**src/rtl/celog_pkg.sv**
```systemverilog
`timescale 1ns / 1ps

package celog_pkg;

   // Default sizes of the log ring and of the channel table.
   localparam int LOG_DEPTH_DEF = 16;
   localparam int CHANNELS_DEF  = 64;

   // Saturation limit of repeat and failure counters.
   localparam logic [15:0] REPEAT_MAX = 16'hFFFF;

   // Operation codes of an input item.
   typedef enum logic [1:0] {
      OP_REPORT  = 2'd0,
      OP_READ    = 2'd1,
      OP_CLEAR   = 2'd2,
      OP_SUMMARY = 2'd3
   } op_type;

   // Fields of one input item.
   typedef struct packed {
      logic [1:0]  opcode;
      logic [5:0]  channel;
      logic [7:0]  result_code;
      logic        direction_read;
      logic [7:0]  slave_id;
      logic [7:0]  function_code;
      logic [7:0]  datapoint_type;
      logic [15:0] register_address;
      logic [31:0] uptime_seconds;
      logic [7:0]  display_index;
   } req_item_type;

   // Fields of one result item.
   typedef struct packed {
      logic        status;
      logic [7:0]  sequence_res;
      logic [6:0]  entry_channel;
      logic [7:0]  entry_slave;
      logic [7:0]  error_code;
      logic [7:0]  entry_function;
      logic [7:0]  entry_datapoint;
      logic [15:0] entry_register;
      logic [15:0] repeats;
      logic [31:0] entry_uptime;
      logic        recovered;
      logic [6:0]  active_errors;
   } rsp_item_type;

   // One entry of the error log.
   typedef struct packed {
      logic [7:0]  seq;
      logic [6:0]  chan;
      logic [7:0]  slave;
      logic [7:0]  code;
      logic [7:0]  func;
      logic [7:0]  dpt;
      logic [15:0] regaddr;
      logic [15:0] reps;
      logic [31:0] uptime;
      logic        rec;
   } log_entry_type;

   // Status of the active error counter.
   typedef struct packed {
      logic       done;
      logic [6:0] count;
   } cnt_status_type;

endpackage

```
**src/rtl/celog_req_if.sv**
```systemverilog
`timescale 1ns / 1ps

interface celog_req_if import celog_pkg::*; ();
   logic         valid;
   logic         ready;
   req_item_type data;

   modport source (output valid, output data, input ready);
   modport sink (input valid, input data, output ready);
endinterface

```
**src/rtl/celog_rsp_if.sv**
```systemverilog
`timescale 1ns / 1ps

interface celog_rsp_if import celog_pkg::*; ();
   logic         valid;
   logic         ready;
   rsp_item_type data;

   modport source (output valid, output data, input ready);
   modport sink (input valid, input data, output ready);
endinterface

```
**src/rtl/channel_error_event_log_core.sv**
```systemverilog
`timescale 1ns / 1ps

// Channel error event log.
// Items enter on req_ch (valid/ready) and results leave on rsp_ch (valid/ready).
// csr_wr_en with csr_wr_data sets the number of visible channels.
// A report item gives no result. It is ignored when it is not a read or its
// channel is not visible or beyond CHANNELS; otherwise the previous result of the
// channel decides whether it logs, and the coalescing search reads one log entry
// per cycle from the log memory, newest first. Read, clear and summary items give a
// result; a summary waits for the error flag walk over min(visible, CHANNELS, 64).
// One item is worked on at a time; ready is high only while the core is idle.
// A finished result sits in an output register, so the next item is accepted
// while the receiver stalls; a second result waits until the first is taken.
// Reset empties the log, clears all counters, error flags and last results,
// and sets the visible channel count to zero. No clearing pass is needed.
module channel_error_event_log_core import celog_pkg::*; #(
   parameter int LOG_DEPTH = LOG_DEPTH_DEF,
   parameter int CHANNELS  = CHANNELS_DEF
) (
   input  logic       clock,
   input  logic       reset,
   celog_req_if.sink  req_ch,
   celog_rsp_if.source rsp_ch,
   input  logic       csr_wr_en,
   input  logic [6:0] csr_wr_data
);

   localparam int AW       = (LOG_DEPTH > 1) ? $clog2(LOG_DEPTH) : 1;
   localparam int FILL_W   = $clog2(LOG_DEPTH + 1);
   localparam int SW       = $clog2(2 * LOG_DEPTH);
   localparam int CH_DEPTH = (CHANNELS < 64) ? CHANNELS : 64;
   localparam int CW       = (CH_DEPTH > 1) ? $clog2(CH_DEPTH) : 1;

   typedef enum logic [5:0] {
      ST_IDLE = 6'b000001,
      ST_EVAL = 6'b000010,
      ST_SRCH = 6'b000100,
      ST_LGRD = 6'b001000,
      ST_CNT  = 6'b010000,
      ST_RESP = 6'b100000
   } state_type;

   state_type           state_ff, state_in;
   req_item_type        req_ff, req_in;
   rsp_item_type        res_ff, res_in;
   rsp_item_type        rsp_data_ff, rsp_data_in;
   logic                rsp_valid_ff, rsp_valid_in;
   logic [6:0]          vis_ff;
   logic [AW-1:0]       head_ff, head_in;
   logic [FILL_W-1:0]   fill_ff, fill_in;
   logic [7:0]          seq_ff, seq_in;
   logic [15:0]         fails_ff, fails_in;
   logic [CH_DEPTH-1:0] err_ff, err_in;
   logic [CH_DEPTH-1:0] lvld_ff, lvld_in;
   logic [FILL_W-1:0]   rd_age_ff, rd_age_in;
   logic                chk_vld_ff, chk_vld_in;
   logic [AW-1:0]       chk_slot_ff, chk_slot_in;
   logic                rec_ff, rec_in;

   // Log memory and channel result memory.
   log_entry_type       log_mem [LOG_DEPTH];
   log_entry_type       lg_rd_ff;
   logic                lg_re, lg_we;
   logic [AW-1:0]       lg_raddr, lg_waddr;
   log_entry_type       lg_wdata;
   logic [7:0]          ch_mem [CH_DEPTH];
   logic [7:0]          ch_rd_ff;
   logic                ch_re, ch_we;
   logic [CW-1:0]       ch_raddr;

   logic                cnt_start;
   logic [6:0]          cnt_limit;
   cnt_status_type      cnt_status;

   logic [CW-1:0]       cur_idx;
   logic [7:0]          last_code;
   logic [6:0]          cur_chan1;
   log_entry_type       new_entry;
   log_entry_type       hit_entry;
   logic                out_free;

   // Ring slot of an entry by age, newest is age zero.
   function automatic logic [AW-1:0] slot_of_age(input logic [AW-1:0] head,
                                                 input logic [FILL_W-1:0] age);
      logic [SW-1:0] t;
      t = SW'(head) + SW'(LOG_DEPTH - 1) - SW'(age);
      if (t >= SW'(LOG_DEPTH)) begin
         t = t - SW'(LOG_DEPTH);
      end
      return t[AW-1:0];
   endfunction

   assign cur_idx   = CW'(req_ff.channel);
   assign last_code = lvld_ff[cur_idx] ? ch_rd_ff : 8'd0;
   assign cur_chan1 = 7'(req_ff.channel) + 7'd1;
   assign cnt_limit = (32'(vis_ff) < CH_DEPTH) ? vis_ff : 7'(CH_DEPTH);
   assign out_free  = !rsp_valid_ff || rsp_ch.ready;

   // Entry appended for the current event.
   always_comb begin
      new_entry.seq     = seq_ff + 8'd1;
      new_entry.chan    = cur_chan1;
      new_entry.slave   = req_ff.slave_id;
      new_entry.code    = req_ff.result_code;
      new_entry.func    = req_ff.function_code;
      new_entry.dpt     = req_ff.datapoint_type;
      new_entry.regaddr = req_ff.register_address;
      new_entry.reps    = 16'd1;
      new_entry.uptime  = req_ff.uptime_seconds;
      new_entry.rec     = rec_ff;
   end

   // Coalesced entry: one more repeat and a fresh uptime.
   always_comb begin
      hit_entry        = lg_rd_ff;
      hit_entry.uptime = req_ff.uptime_seconds;
      if (lg_rd_ff.reps != REPEAT_MAX) begin
         hit_entry.reps = lg_rd_ff.reps + 16'd1;
      end
   end

   // Main control sequence.
   always_comb begin
      state_in     = state_ff;
      req_in       = req_ff;
      res_in       = res_ff;
      rsp_data_in  = rsp_data_ff;
      rsp_valid_in = rsp_valid_ff && !rsp_ch.ready;
      head_in      = head_ff;
      fill_in      = fill_ff;
      seq_in       = seq_ff;
      fails_in     = fails_ff;
      err_in       = err_ff;
      lvld_in      = lvld_ff;
      rd_age_in    = rd_age_ff;
      chk_vld_in   = 1'b0;
      chk_slot_in  = chk_slot_ff;
      rec_in       = rec_ff;
      lg_re        = 1'b0;
      lg_raddr     = slot_of_age(head_ff, rd_age_ff);
      lg_we        = 1'b0;
      lg_waddr     = head_ff;
      lg_wdata     = new_entry;
      ch_re        = 1'b0;
      ch_we        = 1'b0;
      ch_raddr     = CW'(req_ch.data.channel);
      cnt_start    = 1'b0;

      case (state_ff)
         ST_IDLE: begin
            if (req_ch.valid) begin
               req_in = req_ch.data;
               res_in = '0;
               case (req_ch.data.opcode)
                  OP_REPORT: begin
                     if (req_ch.data.direction_read &&
                         (7'(req_ch.data.channel) < vis_ff) &&
                         (32'(req_ch.data.channel) < CHANNELS)) begin
                        ch_re    = 1'b1;
                        state_in = ST_EVAL;
                     end
                  end
                  OP_READ: begin
                     if (32'(req_ch.data.display_index) >= 32'(fill_ff)) begin
                        res_in.status = 1'b1;
                        state_in      = ST_RESP;
                     end else begin
                        lg_re    = 1'b1;
                        lg_raddr = slot_of_age(head_ff,
                                               FILL_W'(req_ch.data.display_index));
                        state_in = ST_LGRD;
                     end
                  end
                  OP_CLEAR: begin
                     head_in  = '0;
                     fill_in  = '0;
                     seq_in   = 8'd0;
                     fails_in = 16'd0;
                     state_in = ST_RESP;
                  end
                  OP_SUMMARY: begin
                     cnt_start = 1'b1;
                     state_in  = ST_CNT;
                  end
                  default: begin
                     state_in = ST_IDLE;
                  end
               endcase
            end
         end

         // Decide on the event from the previous result of the channel.
         ST_EVAL: begin
            state_in  = ST_IDLE;
            rd_age_in = '0;
            if (req_ff.result_code == last_code) begin
               if (req_ff.result_code != 8'd0) begin
                  rec_in   = 1'b0;
                  state_in = ST_SRCH;
               end
            end else begin
               ch_we            = 1'b1;
               lvld_in[cur_idx] = 1'b1;
               if (req_ff.result_code == 8'd0) begin
                  err_in[cur_idx] = 1'b0;
                  if (err_ff[cur_idx]) begin
                     rec_in   = 1'b1;
                     state_in = ST_SRCH;
                  end
               end else begin
                  err_in[cur_idx] = 1'b1;
                  rec_in          = 1'b0;
                  state_in        = ST_SRCH;
               end
            end
         end

         // Search newest to oldest; a read is issued while the last one is checked.
         ST_SRCH: begin
            if (chk_vld_ff && (lg_rd_ff.chan == cur_chan1)) begin
               state_in = ST_IDLE;
               if ((lg_rd_ff.code == req_ff.result_code) && (lg_rd_ff.rec == rec_ff)) begin
                  lg_we    = 1'b1;
                  lg_waddr = chk_slot_ff;
                  lg_wdata = hit_entry;
               end else begin
                  lg_we = 1'b1;
               end
            end else if (rd_age_ff < fill_ff) begin
               lg_re       = 1'b1;
               chk_vld_in  = 1'b1;
               chk_slot_in = slot_of_age(head_ff, rd_age_ff);
               rd_age_in   = rd_age_ff + FILL_W'(1);
            end else begin
               lg_we    = 1'b1;
               state_in = ST_IDLE;
            end
            // Bookkeeping for an appended entry.
            if (lg_we && (lg_waddr == head_ff) && (lg_wdata == new_entry)) begin
               head_in = (32'(head_ff) == LOG_DEPTH - 1) ? '0 : head_ff + AW'(1);
               if (32'(fill_ff) < LOG_DEPTH) begin
                  fill_in = fill_ff + FILL_W'(1);
               end
               seq_in = seq_ff + 8'd1;
               if (!rec_ff && (fails_ff != REPEAT_MAX)) begin
                  fails_in = fails_ff + 16'd1;
               end
            end
         end

         ST_LGRD: begin
            res_in.sequence_res    = lg_rd_ff.seq;
            res_in.entry_channel   = lg_rd_ff.chan;
            res_in.entry_slave     = lg_rd_ff.slave;
            res_in.error_code      = lg_rd_ff.code;
            res_in.entry_function  = lg_rd_ff.func;
            res_in.entry_datapoint = lg_rd_ff.dpt;
            res_in.entry_register  = lg_rd_ff.regaddr;
            res_in.repeats         = lg_rd_ff.reps;
            res_in.entry_uptime    = lg_rd_ff.uptime;
            res_in.recovered       = lg_rd_ff.rec;
            state_in               = ST_RESP;
         end

         ST_CNT: begin
            if (cnt_status.done) begin
               res_in.sequence_res  = (32'(fill_ff) > 255) ? 8'hFF : 8'(fill_ff);
               res_in.repeats       = fails_ff;
               res_in.active_errors = cnt_status.count;
               state_in             = ST_RESP;
            end
         end

         // Hand the result to the output register once it is free.
         ST_RESP: begin
            if (out_free) begin
               rsp_data_in  = res_ff;
               rsp_valid_in = 1'b1;
               state_in     = ST_IDLE;
            end
         end

         default: begin
            state_in = ST_IDLE;
         end
      endcase
   end

   // Control registers.
   always_ff @(posedge clock) begin
      if (reset) begin
         state_ff     <= ST_IDLE;
         rsp_valid_ff <= 1'b0;
         vis_ff       <= 7'd0;
         head_ff      <= '0;
         fill_ff      <= '0;
         seq_ff       <= 8'd0;
         fails_ff     <= 16'd0;
         err_ff       <= '0;
         lvld_ff      <= '0;
         rd_age_ff    <= '0;
         chk_vld_ff   <= 1'b0;
         rec_ff       <= 1'b0;
      end else begin
         state_ff     <= state_in;
         rsp_valid_ff <= rsp_valid_in;
         if (csr_wr_en) begin
            vis_ff <= csr_wr_data;
         end
         head_ff      <= head_in;
         fill_ff      <= fill_in;
         seq_ff       <= seq_in;
         fails_ff     <= fails_in;
         err_ff       <= err_in;
         lvld_ff      <= lvld_in;
         rd_age_ff    <= rd_age_in;
         chk_vld_ff   <= chk_vld_in;
         rec_ff       <= rec_in;
      end
   end

   // Payload registers.
   always_ff @(posedge clock) begin
      req_ff      <= req_in;
      res_ff      <= res_in;
      rsp_data_ff <= rsp_data_in;
      chk_slot_ff <= chk_slot_in;
   end

   // Log memory: one write port, one registered read port.
   always_ff @(posedge clock) begin
      if (lg_we) begin
         log_mem[lg_waddr] <= lg_wdata;
      end
      if (lg_re) begin
         lg_rd_ff <= log_mem[lg_raddr];
      end
   end

   // Last result memory; entries not yet written read as success.
   always_ff @(posedge clock) begin
      if (ch_we) begin
         ch_mem[cur_idx] <= req_ff.result_code;
      end
      if (ch_re) begin
         ch_rd_ff <= ch_mem[ch_raddr];
      end
   end

   celog_active_count #(
      .CH_DEPTH (CH_DEPTH)
   ) u_count (
      .clock  (clock),
      .reset  (reset),
      .start  (cnt_start),
      .limit  (cnt_limit),
      .flags  (err_ff),
      .status (cnt_status)
   );

   assign req_ch.ready = (state_ff == ST_IDLE);
   assign rsp_ch.valid = rsp_valid_ff;
   assign rsp_ch.data  = rsp_data_ff;

endmodule

```
**src/rtl/celog_active_count.sv**
```systemverilog
`timescale 1ns / 1ps

module celog_active_count import celog_pkg::*; #(
   parameter int CH_DEPTH = CHANNELS_DEF
) (
   input  logic                clock,
   input  logic                reset,
   input  logic                start,
   input  logic [6:0]          limit,
   input  logic [CH_DEPTH-1:0] flags,
   output cnt_status_type      status
);

   localparam int CW = (CH_DEPTH > 1) ? $clog2(CH_DEPTH) : 1;

   logic       busy_ff, busy_in;
   logic       done_ff, done_in;
   logic [6:0] idx_ff, idx_in;
   logic [6:0] acc_ff, acc_in;

   // Walk the error flags one channel per cycle below the limit.
   always_comb begin
      busy_in = busy_ff;
      done_in = 1'b0;
      idx_in  = idx_ff;
      acc_in  = acc_ff;
      if (start) begin
         busy_in = 1'b1;
         idx_in  = 7'd0;
         acc_in  = 7'd0;
      end else if (busy_ff) begin
         if (idx_ff < limit) begin
            acc_in = acc_ff + 7'(flags[idx_ff[CW-1:0]]);
            idx_in = idx_ff + 7'd1;
         end else begin
            busy_in = 1'b0;
            done_in = 1'b1;
         end
      end
   end

   always_ff @(posedge clock) begin
      if (reset) begin
         busy_ff <= 1'b0;
         done_ff <= 1'b0;
         idx_ff  <= 7'd0;
         acc_ff  <= 7'd0;
      end else begin
         busy_ff <= busy_in;
         done_ff <= done_in;
         idx_ff  <= idx_in;
         acc_ff  <= acc_in;
      end
   end

   assign status.done  = done_ff;
   assign status.count = acc_ff;

endmodule
```
**src/flat_wrapper.sv**
```systemverilog
// flat-port wrapper written by rule: the top's interface ports become plain ports
module channel_error_event_log_core_flat import celog_pkg::*;
#(
   parameter int LOG_DEPTH = LOG_DEPTH_DEF,
   parameter int CHANNELS  = CHANNELS_DEF
)
  (clock, reset, csr_wr_en, csr_wr_data, req_ch_valid, req_ch_data, req_ch_ready, rsp_ch_valid, rsp_ch_data, rsp_ch_ready);
  celog_req_if req_ch_i ();
  celog_rsp_if rsp_ch_i ();
  input  logic clock;
  input  logic reset;
  input  logic csr_wr_en;
  input  logic [6:0] csr_wr_data;
  input wire logic [$bits(req_ch_i.valid)-1:0] req_ch_valid;
  input wire logic [$bits(req_ch_i.data)-1:0] req_ch_data;
  output wire logic [$bits(req_ch_i.ready)-1:0] req_ch_ready;
  output wire logic [$bits(rsp_ch_i.valid)-1:0] rsp_ch_valid;
  output wire logic [$bits(rsp_ch_i.data)-1:0] rsp_ch_data;
  input wire logic [$bits(rsp_ch_i.ready)-1:0] rsp_ch_ready;
  assign req_ch_i.valid = req_ch_valid;
  assign req_ch_i.data = req_ch_data;
  assign req_ch_ready = req_ch_i.ready;
  assign rsp_ch_valid = rsp_ch_i.valid;
  assign rsp_ch_data = rsp_ch_i.data;
  assign rsp_ch_i.ready = rsp_ch_ready;
  channel_error_event_log_core #(.LOG_DEPTH(LOG_DEPTH), .CHANNELS(CHANNELS)) u_core (.clock(clock), .reset(reset), .req_ch(req_ch_i), .rsp_ch(rsp_ch_i), .csr_wr_en(csr_wr_en), .csr_wr_data(csr_wr_data));
endmodule
```
**config.mk**
```make
export PLATFORM = sky130hd
export DESIGN_NAME = channel_error_event_log_core_flat
export DESIGN_NICKNAME = d
export VERILOG_FILES = /design/src/rtl/celog_pkg.sv /design/src/rtl/celog_req_if.sv /design/src/rtl/celog_rsp_if.sv /design/src/rtl/channel_error_event_log_core.sv /design/src/rtl/celog_active_count.sv /design/src/flat_wrapper.sv
export SDC_FILE = /design/constraint.sdc
export NUM_CORES = 2
export LEC_CHECK = 0
export ABC_CLOCK_PERIOD_IN_PS = 10860
export BUFFER_PORTS_ARGS = -buffer_cell sky130_fd_sc_hd__buf_2
export CAP_MARGIN = 20
export CORE_MARGIN = 5
export CORE_UTILIZATION = 56
export CTS_CLUSTER_SIZE = 10
export DETAILED_ROUTE_END_ITERATION = 10
export PLACE_DENSITY = 0.75
export SLEW_MARGIN = 25
export SYNTH_ARGS = -nofsm -noshare
export SYNTH_HDL_FRONTEND = slang
export SYNTH_SLANG_ARGS = --single-unit
```
**constraint.sdc**
```tcl
create_clock -name clock -period 10.86 [get_ports clock]
set_clock_uncertainty 0.05 [all_clocks]
set_input_delay 0 -clock clock [delete_from_list [all_inputs] [get_ports clock]]
set_output_delay 0 -clock clock [all_outputs]
set_load 0.1 [all_outputs]
```
==> results.sh <==
export IMPL_root_buffer="clkbuf_16"
export IMPL_place_ws_ps=3900
export IMPL_worst_setup_path_start_kind="register"
export IMPL_total_power_mw=23.6
export IMPL_synth_ff_type="edfxtp_1"
export IMPL_cts_sinks=2952
export IMPL_clk_latency_ps=940
export IMPL_pwr_share_comb_pct=3.6
export IMPL_syn_instance_count=5759
export IMPL_maxCapViolations=0
export IMPL_worstSetupEndpointType="register"
export IMPL_cts_setup_buffers=0
export IMPL_worstPathRequired_ps=11460
export IMPL_grt_usage_pct=26.1
export IMPL_relSlewSlack_pct=25.6
export IMPL_fillers=13358
export IMPL_synth_top_area_share_pct=71.4
export IMPL_synth_warnings=0
export IMPL_min_period_over_period_pct=65.6
export IMPL_final_area_sq_mm=0.131
export IMPL_drv_slew=0
export IMPL_synth_nets=5907
export IMPL_internal_power_mw=18.7
export IMPL_irDropWorstVdd_mv=0.188
export IMPL_timing_worst_setup_path_type="reg2reg"
export IMPL_synth_seq_cells=2952
export IMPL_clkSlewWorstSetupHoldPaths_ps=50
export IMPL_via_count=60643
export IMPL_grt_setup_unrepaired="false"
export IMPL_die_y_um=465
export IMPL_die_area_sq_mm=0.216
export IMPL_antenna_found_initial=9
export IMPL_avgSynthCellArea_sq_um=20.1
export IMPL_port_buffers=230
export IMPL_tritoncts="yes"
export IMPL_cts_inserted_buffers=347
export IMPL_grt_max_degree=130
export IMPL_synth_edf_count=2754
export IMPL_p_leak_nw=44.0
export IMPL_synth_async_sr_flop_share_pct=0
export IMPL_fin_crit_ps=7120
export IMPL_utilization_pct=63.6
export IMPL_drc=0
export IMPL_grt_pass1_wl_mm=417
export IMPL_seq_area_frac_synth_pct=74.8
export IMPL_place_area_sq_mm=0.120
export IMPL_layout_setup_ws_ps=3740
export IMPL_coreArea_sq_mm=0.206
export IMPL_synth_most_common_cell="edfxtp_1"
export IMPL_netlist_area_sq_mm=0.116
export IMPL_worst_pin_slew_ps=1110
export IMPL_status="complete, no violations"
export IMPL_gp_congestion=0.899
export IMPL_hold_violations=0
export IMPL_io_pins=231
export IMPL_grt_pass1_vias=61227
export IMPL_nets=6460
export IMPL_p_clk_share_pct=42.1
export IMPL_fp_dieW_um=465
export IMPL_switchingPower_mw=4.86
export IMPL_drt_pass1_iter_count=8
export IMPL_power_density_mw_per_mm2=179
export IMPL_drtIter0Drc=7977
export IMPL_critPathMaxFanout=119
export IMPL_htree_num_levels=5
export IMPL_num_rows=167
export IMPL_setup_viol=0
export IMPL_vias_per_cell=6.67
export IMPL_area_delta_synth_final_pct=13.4
export IMPL_hold_class="in2reg"
export IMPL_drt_wl_total_mm=284
export IMPL_drive_above_1_share_pct=22.6
export IMPL_synth_area_top_cells="edfxtp_1, mux4_2, dfxtp_1, mux2i_1, nor2_1"
export IMPL_power_frac_seq_pct=54.3
export IMPL_dp_hpwl_mm=152
export IMPL_swShare_pct=20.6
export IMPL_initial_core_util_pct=56.1
export IMPL_grt_overflow=0
export IMPL_fmax_mhz=140
export IMPL_yosysTopAreaCell="edfxtp_1"
export IMPL_avgRoutedWirePerCell_um=31.3
export IMPL_clockBufferDepth=4
export IMPL_synth_commonest_cells="edfxtp_1, mux4_2, mux2i_1, nor2_1, nand2_1"
export IMPL_crit_arrival_ps=7720
export IMPL_ant_nets=0
export IMPL_ys_types=83
registers in the layout (all words and copies together), names as in the netlist, 4 cells and up, named ones only:
signal	flops
u_core.cur_idx	6
u_core.lg_rd_ff	48
u_core.lvld_ff	64
u_core.u_count.acc_ff	7
u_core.state_ff	6
u_core.fails_ff	16
u_core.head_ff	4
u_core.new_entry	48
u_core.fill_ff	5
u_core.res_ff	120
u_core.rsp_ch.data	120
u_core.vis_ff	7
u_core.rd_age_ff	5
u_core.seq_ff	8
u_core.hit_entry	96
u_core.chk_slot_ff	4
u_core.log_mem	1792
u_core.ch_mem	512
u_core.u_count.idx_ff	7
u_core.ch_rd_ff	8
per-stage QoR:
stage          std cells  setup TNS [ps]  hold slack [ps]
6_report            9086               0             46.8
5_1_grt             9085               0              101
4_1_cts             9080               0             27.8
3_5_place_dp        8454               0              128
3_3_place_gp        8453               0              128
2_1_floorplan       5759         -737740             48.9
per-layer routing:
metal / share of wire (%) / track usage [%] / vias to the layer above
li1: - / - / 24671
met1: 38 / 37.3 / 31686
met2: 48 / 41.5 / 3667
met3: 9.9 / 5.17 / 615
met4: 3.3 / 8.27 / 4
met5: 0.0088 / 0 / -
logic make-up after synthesis:
logic type / after synthesis / synth area share (%)
AOI/OAI and AO/OA: 446 / 2.95
xor gates and xnor gates: 106 / 0.848
adders and majority gates: 39 / 0.434
buffers and inverters: 398 / 1.64
DFF: 2952 / 74.8
muxes: 1030 / 16.0
and+or+nand+nor: 788 / 3.40
what timing repair did:
| item | in CTS | in global routing |
|---|---|---|
| resized for setup | 0 | 0 |
| hold endpoints to repair | 257 | 0 |
| setup endpoints to repair | 0 | 0 |
| hold buffers | 210 | 0 |
final timing paths:
kind,start,to,slack (ps),depth (start not counted)
setup / recovery,u_core.fill_ff[4]$_SDFFE_PP0P_,u_core.lg_rd_ff[25]$_DFFE_PP_,3740,15
hold reg to reg,u_core.res_ff[101]$_SDFFCE_PN0P_,u_core.rsp_ch.data[101]$_DFFE_PP_,310,0
setup reg to reg,u_core.fill_ff[4]$_SDFFE_PP0P_,u_core.lg_rd_ff[25]$_DFFE_PP_,3740,15
hold / removal,req_ch_data[89],u_core.cur_idx[0]$_DFFE_PP_,50,2
worst max-delay path, stage by stage (launching register included):
cell and delay, ps:
dfxtp_1 360, inv_1 190, ha_1 300, nor4_1 460
dlygate4sd3_1 690, nand2_1 60, dlygate4sd3_1 550, a31oi_1 210
dlygate4sd3_1 630, nand4b_4 270, mux2i_4 550, buf_12 520
buf_4 920, mux4_2 420, mux2i_1 250, mux2i_1 120
power groups by stage:
stage	sequential, mW	combinational (mW)	clock, mW
6_report	12.8	0.837	9.93
5_1_grt	12.8	0.883	10.5
4_1_cts	12.8	0.825	10.0
3_5_place_dp	13.0	0.762	0
3_3_place_gp	13.0	0.735	0
2_1_floorplan	13.0	0.384	0
cells in the final DEF, fill, tap and decap left out, drive strengths merged, types with 20 or more instances in the layout:
cell type	count
edfxtp	2754
mux4	652
clkbuf	408
mux2i	361
buf	338
dlygate4sd3	210
nor2	204
nand2	200
dfxtp	198
and2	106
a41oi	73
xor2	71
a21oi	64
a311oi	61
inv	56
nand3	53
nor3	50
o2bb2ai	45
o21ai	39
ha	37
nor4	37
nand4	34
xnor2	31
a22o	24
and3	22
a221oi	20
area by class of cell:
type	count	area (sq um)	area share, %
Timing Repair Buffer	550	4330	3.30
Clock inverter	10	100	0.0762
Tap cell	2704	3380	2.58
Sequential cell	2952	86700	66.0
Inverter	52	198	0.150
Antenna cell	3	7.51	0.00571
Clock buffer	406	9060	6.90
Multi-Input combinational cell	2409	27600	21.0
No activity file was read; power rests on OpenSTA's default activity.
